==> src/rtl/c2r_pkg.sv <==
`default_nettype none
package c2r_pkg;
   localparam int ACC_W = 40;
   localparam int VAL_W = 16;
   localparam logic [1:0] OP_WEIGHT = 2'd0;
   localparam logic [1:0] OP_BIAS   = 2'd1;
   localparam logic [1:0] OP_PIXEL  = 2'd2;
   localparam logic signed [ACC_W-1:0] ACC_MAX = {1'b0, {(ACC_W-1){1'b1}}};
   localparam logic signed [ACC_W-1:0] ACC_MIN = {1'b1, {(ACC_W-1){1'b0}}};

   // datapath commands
   typedef struct packed {
      logic store_pixel;   // write line store at current position
      logic adv_pos;       // advance chan/col/row counters
      logic clr_acc;       // zero accumulator, zero window counters
      logic issue;         // launch one read + product pipe step
      logic next_filter;   // restart window walk for next filter
      logic add_bias;      // fold bias into accumulator
      logic load_out;      // capture result into output register
   } c2r_cmd_type;

   // datapath status
   typedef struct packed {
      logic pos_last_chan;  // current pixel is last channel of position
      logic pos_in_window;  // position produces outputs
      logic walk_done;      // last window element issued
      logic pipe_empty;     // no products in flight
      logic filter_last;    // current filter is last
   } c2r_stat_type;

   function automatic logic signed [ACC_W-1:0] sat_add(
      input logic signed [ACC_W-1:0] a, input logic signed [ACC_W-1:0] b);
      logic signed [ACC_W:0] s;
      begin
         s = {a[ACC_W-1], a} + {b[ACC_W-1], b};
         if (s[ACC_W] != s[ACC_W-1])
            sat_add = s[ACC_W] ? ACC_MIN : ACC_MAX;
         else
            sat_add = s[ACC_W-1:0];
      end
   endfunction
endpackage
`default_nettype wire

==> src/rtl/c2r_control.sv <==
`default_nettype none
module c2r_control
   import c2r_pkg::*;
(
   input  wire logic        clock,
   input  wire logic        reset,
   input  wire logic        req_valid,
   input  wire logic [1:0]  req_op,
   output logic             req_stall,
   output logic             req_take,
   input  wire logic        rsp_stall,
   output logic             rsp_valid,
   output c2r_cmd_type      cmd,
   input  wire c2r_stat_type stat
);
   typedef enum logic [2:0] {S_IDLE, S_WALK, S_DRAIN, S_BIAS, S_OUT, S_WAIT} state_type;
   state_type state_ff;
   logic      out_v_ff;

   assign req_stall = (state_ff != S_IDLE);
   assign req_take  = req_valid && !req_stall;
   assign rsp_valid = out_v_ff;

   logic pix_fire;
   assign pix_fire = req_take && req_op == OP_PIXEL;

   always_comb begin
      cmd = '0;
      cmd.store_pixel = pix_fire;
      cmd.adv_pos     = pix_fire;
      cmd.clr_acc     = pix_fire && stat.pos_last_chan && stat.pos_in_window;
      cmd.issue       = (state_ff == S_WALK);
      cmd.add_bias    = (state_ff == S_BIAS);
      cmd.load_out    = (state_ff == S_OUT) && (!out_v_ff || !rsp_stall);
      cmd.next_filter = cmd.load_out && !stat.filter_last;
   end

   always_ff @(posedge clock) begin
      if (reset) begin
         state_ff <= S_IDLE; out_v_ff <= 1'b0;
      end else begin
         if (out_v_ff && !rsp_stall && !cmd.load_out) out_v_ff <= 1'b0;
         case (state_ff)
            S_IDLE:  if (cmd.clr_acc) state_ff <= S_WALK;
            S_WALK:  if (stat.walk_done) state_ff <= S_DRAIN;
            S_DRAIN: if (stat.pipe_empty) state_ff <= S_BIAS;
            S_BIAS:  state_ff <= S_OUT;
            S_OUT: begin
               if (cmd.load_out) begin
                  out_v_ff <= 1'b1;
                  state_ff <= stat.filter_last ? S_WAIT : S_WALK;
               end
            end
            S_WAIT:  if (!out_v_ff || !rsp_stall) state_ff <= S_IDLE;
            default: state_ff <= S_IDLE;
         endcase
      end
   end

   a_no_take_busy: assert property (@(posedge clock) disable iff (reset)
      (state_ff != S_IDLE) |-> !req_take) else $error("take while busy");
   a_out_hold: assert property (@(posedge clock) disable iff (reset)
      (state_ff == S_OUT && out_v_ff && rsp_stall) |=> out_v_ff) else $error("result lost");
   a_walk_start: assert property (@(posedge clock) disable iff (reset)
      cmd.clr_acc |=> state_ff == S_WALK) else $error("walk not started");
endmodule
`default_nettype wire

==> config.mk <==
export PLATFORM = sky130hd
export DESIGN_NAME = c2r_control
export DESIGN_NICKNAME = d
export VERILOG_FILES = /design/src/rtl/c2r_pkg.sv /design/src/rtl/c2r_control.sv
export SDC_FILE = /design/constraint.sdc
export NUM_CORES = 1
export LEC_CHECK = 0
export BUFFER_PORTS_ARGS = -buffer_cell sky130_fd_sc_hd__buf_4
export CAP_MARGIN = 10
export CORE_AREA = 2 2 39 41
export DETAILED_ROUTE_END_ITERATION = 12
export DIE_AREA = 0 0 41 43
export GPL_ROUTABILITY_DRIVEN = 0
export GPL_TIMING_DRIVEN = 0
export PLACE_DENSITY = 0.62
export SLEW_MARGIN = 40
export SYNTH_ARGS = -nofsm -noshare
export SYNTH_HDL_FRONTEND = slang
export SYNTH_SLANG_ARGS = --single-unit
export TNS_END_PERCENT = 30
==> constraint.sdc <==
create_clock -name clock -period 1.95 [get_ports clock]
set_clock_uncertainty 0.05 [all_clocks]
set_input_delay 0.39 -clock clock [delete_from_list [all_inputs] [get_ports clock]]
set_output_delay 0.39 -clock clock [all_outputs]
set_load 0.005 [all_outputs]
## Yosys cells after proc, flatten, opt, wreduce, memory -nomap -nowiden

Cells that the tools add are included.

- Eq/ne operators: 11
- Mux-type cells: 10
- Reduce and logical (&&, ||, !) cells: 17

Operator list:

| kind | count |
|---|---|
| 2-to-1 mux 3 bit | 6 |
| one-hot mux 3 bit (6 select lines) | 1 |
| logical AND 1 bit | 8 |
| != test 2 bit (second input constant) | 4 |
| equality test 3 x 2 -> 1 bit (second input constant) | 2 |
| equality test 3 bit (second input constant) | 2 |
| logical NOT 1 bit | 5 |
| AND reduction 5 bit | 1 |
| equality test 3 x 1 -> 1 bit (second input constant) | 1 |
| logical NOT 3 bit | 1 |
| 2-to-1 mux 1 bit | 3 |
| nonzero test 3 bit | 1 |
| equality test 2 bit (second input constant) | 1 |
| != test 2 x 1 -> 1 bit (second input constant) | 1 |
| logical OR 1 bit | 1 |

- Bits in registers: 4
- Input port bits: 11
- Output and inout bits: 10

## Depth between registers and ports, before layout

- Depth in word-level cells: 8
- Depth in mapped cells: 4
- Gate-level depth less buffers: 3

## Worst setup path after synthesis

No wires, ideal clock.

- Kind: reg-to-output
- From: register state_ff[1]
- To: output cmd[5] (netlist name)
- Arrival time: 1.111 ns
- Slack: 0.399 ns
- Cell stages (with the launch flop): 5
- Path buffers: 2
- Cell sequence: dfxtp_1 -> buf_6 -> or3_1 -> nor2b_1 -> buf_4

- Longest elaborated chain between the ends: 4

RTL lines:

| item | RTL line | RTL |
|---|---|---|
| from (decl) | c2r_control.sv:17 | `state_type state_ff;` |
| from (signal assigned) | c2r_control.sv:51 | `state_ff <= stat.filter_last ? S_WAIT : S_WALK;` |
| nonzero test 3 bit | c2r_control.sv:20 | `assign req_stall = (state_ff != S_IDLE);` |
| net req_stall | c2r_control.sv:9 | `output logic req_stall,` |
| logical NOT 1 bit | c2r_control.sv:21 | `assign req_take = req_valid && !req_stall;` |
| logical AND 1 bit | c2r_control.sv:21 |  |
| logical AND 1 bit | c2r_control.sv:25 | `assign pix_fire = req_take && req_op == OP_PIXEL;` |
| to (decl) | c2r_control.sv:13 | `output c2r_cmd_type cmd,` |

The timed path passes the listed nets, and every way through them passes these cells.

## Final worst setup path

- From: register state_ff[1]
- To: output cmd[5] (netlist name)

- Longest elaborated chain between the ends: 4

RTL lines:

| item | RTL line |
|---|---|
| nonzero test 3 bit | c2r_control.sv:20 |
| logical NOT 1 bit | c2r_control.sv:21 |
| logical AND 1 bit | c2r_control.sv:21 |
| logical AND 1 bit | c2r_control.sv:25 |

No other way between the ends.

==> summary.md <==
| Metric | Value |
|---|---|
| GR Overflow Total | 0 |
| Fin crit share | 96.4% |
| Routed len/inst | 10.0 um |
| Final worst setup slack | 69.5 ps |
| Placed insts | 72 |
| Synthesized flop and latch total | 4 |
| Critical setup path kind | register to primary output |
| Die ar. | 1760 sq um |
| R2r setup slk | 710 ps |
| Drt pass-1 iters | 2 |
| Setup TNS | 0 ps |
| Synth area leaders | dfxtp_1, buf_4, and3b_1 |
| Clk slew on worst S/H paths | 40 ps |
| Synth cell count leaders | dfxtp_1, buf_4, nor2_1 |
| H-tree levels | 1 |
| CP Capture Type | primary output |
| Worst min path class | input port to register |
| Sequential share of power | 37.8% |
| Footprint of the multi-input gates | 198 sq um |
| Post-synth top flop | dfxtp_1 |
| Chip Height | 43 um |
| YS warnings | 0 |
| CTS buffer count | 3 |
| Worst-margin pin slew | 421 ps |
| Synth top area share | 25.8% |
| Hold-fix buffer count after cts | 0 |
| Required time of the critical path | 1510 ps |
| Via/cell ratio | 4.48 |
| Synth async-reset ratio | 0% |
| Via Count | 336 |
| Max-cap viol count | 0 |
| Switch Pwr | 0.0446 mW |
| CTS Root Cell | clkbuf_4 |
| Critical path's top delay family | simple AND/OR/NAND/NOR gates |
| Pint | 0.176 mW |
| Post-synth net total | 47 |
| VDD IR max | 0.000369 V |
| Netlist cell types | 25 |
| Number of flops mapped to enable cells by yosys | 0 |
| Max-slew violations | 0 |
| PortBufs | 20 |
| CP max FO | 10 |
| Routed Antenna Nets | 0 |
| Setup-failing EPs final | 0 |
| Final Cell Area | 508 sq um |
| Non-filler cells, final | 75 |
| Worst setup SP type | register |
| Nets | 72 |
| Worst-skew pair later-pin latency | 230 ps |
| Tmin final | 1880 ps |
| Fmax | 532 MHz |
| Final wirelength | 750 um |
| Layout fillers | 146 |
| Syn avg cell area | 8.62 sq um |
| Critical Path Most Common Cell | buf_4 |
| Largest net degree at the start of global routing | 11 |
| RSZ-0062 raised after global routing | no |
| Reg area | 80.1 sq um |
| Final hold vios | 0 |
| Chip width | 41 um |
| Logic gate share of total power | 16.7% |
| Area grow syn2layout | 63.7% |
| Number of global-route vias before repair | 301 |
| Synth area leader | dfxtp_1 |
| Clk buf depth | 2 |
| Outcome | complete, no violations |
| CP peak stage delay | 430 ps |
| Layout cell share with drive strength beyond 1 | 54.2% |
| GRT Total Usage | 9.93% |
| Fin util | 36.7% |
| Final Power | 0.221 mW |
| Crit-path cells | buf_6 -> or3_1 -> nor2b_2 -> buf_4 -> buf_4 |
| Sequential area share after synthesis | 25.8% |
| Rows | 14 |
| Slew HR | 71.5% |
| Sw Share | 20.2% |
| DR DRC count | 0 |
| Clock power frac | 45.5% |
| Diode count | 0 |
| # clock sinks | 4 |
| Slowest CP cell | or3_1 |
| Static Leak | 0.261 nW |
| Cell Pwr Density | 435 nW/um^2 |
| Place WS | 284 ps |
| Antenna violations before repair | 0 |
| Most numerous cell in the Yosys netlist | dfxtp_1 |
| CP arrival | 1440 ps |
| Mapped cell area | 310 sq um |
| WHS | 306 ps |
| First-pass GRT wire length | 1.18 mm |
| WP buf/inv | 3 |
| Synth Instances | 36 |
| DR iter-0 viols | 2 |
| Post-CTS setup buffers | 0 |
| Placed cell areas | 480 sq um |
| Io pins | 21 |
| Starting Density | 22.4% |
| Core area | 1380 sq um |
| CTS tree | yes |
## final timing paths
path / depth (start not counted) / endpoint / from
setup reg to reg: 3 / state_ff[0] / state_ff[0]
hold reg to reg: 2 / rsp_valid / rsp_valid
hold / removal: 2 / state_ff[1] / reset
setup / recovery: 5 / cmd[5] / state_ff[1]
## final cells by class
class,instances,area share (%)
plain buffers,4,6.65
repair buffers,20,29.6
flip-flops and latches,4,15.8
multi-input cells,27,38.9
clock buffers,3,4.43
inverters,1,0.739
well taps,16,3.94
## layer usage
layer  GRT usage, %  wire length (um)  up-vias
met1           12.5               324      141
met4           2.00                 0        0
met5              0                 0        -
met3           6.81               101        0
met2           13.8               324       20
li1               -                 -      175
## what timing repair did
action,4_1_cts,5_1_grt
endpoints found under the setup margin,0,3
endpoints found under the hold margin,0,0
resized for setup,0,2
## cell families (layout without fill, tap and decap cells)
kind of cell / after synthesis / after routing / share of synthesized area [%]
multiplexers: 1 / 1 / 3.63
buffers and inverters: 5 / 28 / 12.1
flip-flops: 4 / 4 / 25.8
AND/OR/NAND/NOR: 20 / 20 / 41.5
AO/OA/AOI/OAI: 6 / 6 / 16.9
## state kept, by name (all words and copies together), names as in the netlist
register,cells
state_ff,3
rsp_valid,1
## placed cells by master (no fill, tap or decap), drive strengths merged
| cell type | instances |
|---|---|
| nor2 | 3 |
| nor3 | 2 |
| nor4bb | 1 |
| o21ai | 1 |
| dfxtp | 4 |
| nand2b | 1 |
| clkbuf | 3 |
| a311oi | 1 |
| and4b | 1 |
| mux2 | 1 |
| and2b | 1 |
| a211o | 1 |
| nor3b | 1 |
| or3 | 1 |
| nor4b | 1 |
| nand2 | 2 |
| nand3 | 1 |
| and3b | 2 |
| or3b | 1 |
| buf | 24 |
| inv | 1 |
| nor2b | 2 |
| o41ai | 1 |
| a21oi | 2 |
## power by group through the flow
stage / Clock (mW) / Combinational (mW) / Sequential, mW
after floorplan: 0 / 0.0120 / 0.0846
after global placement: 0 / 0.0365 / 0.0848
after detailed placement: 0 / 0.0368 / 0.0848
after CTS: 0.105 / 0.0370 / 0.0836
after global routing: 0.115 / 0.0410 / 0.0836
final: 0.101 / 0.0368 / 0.0836
(Power assumes the default switching activity.)
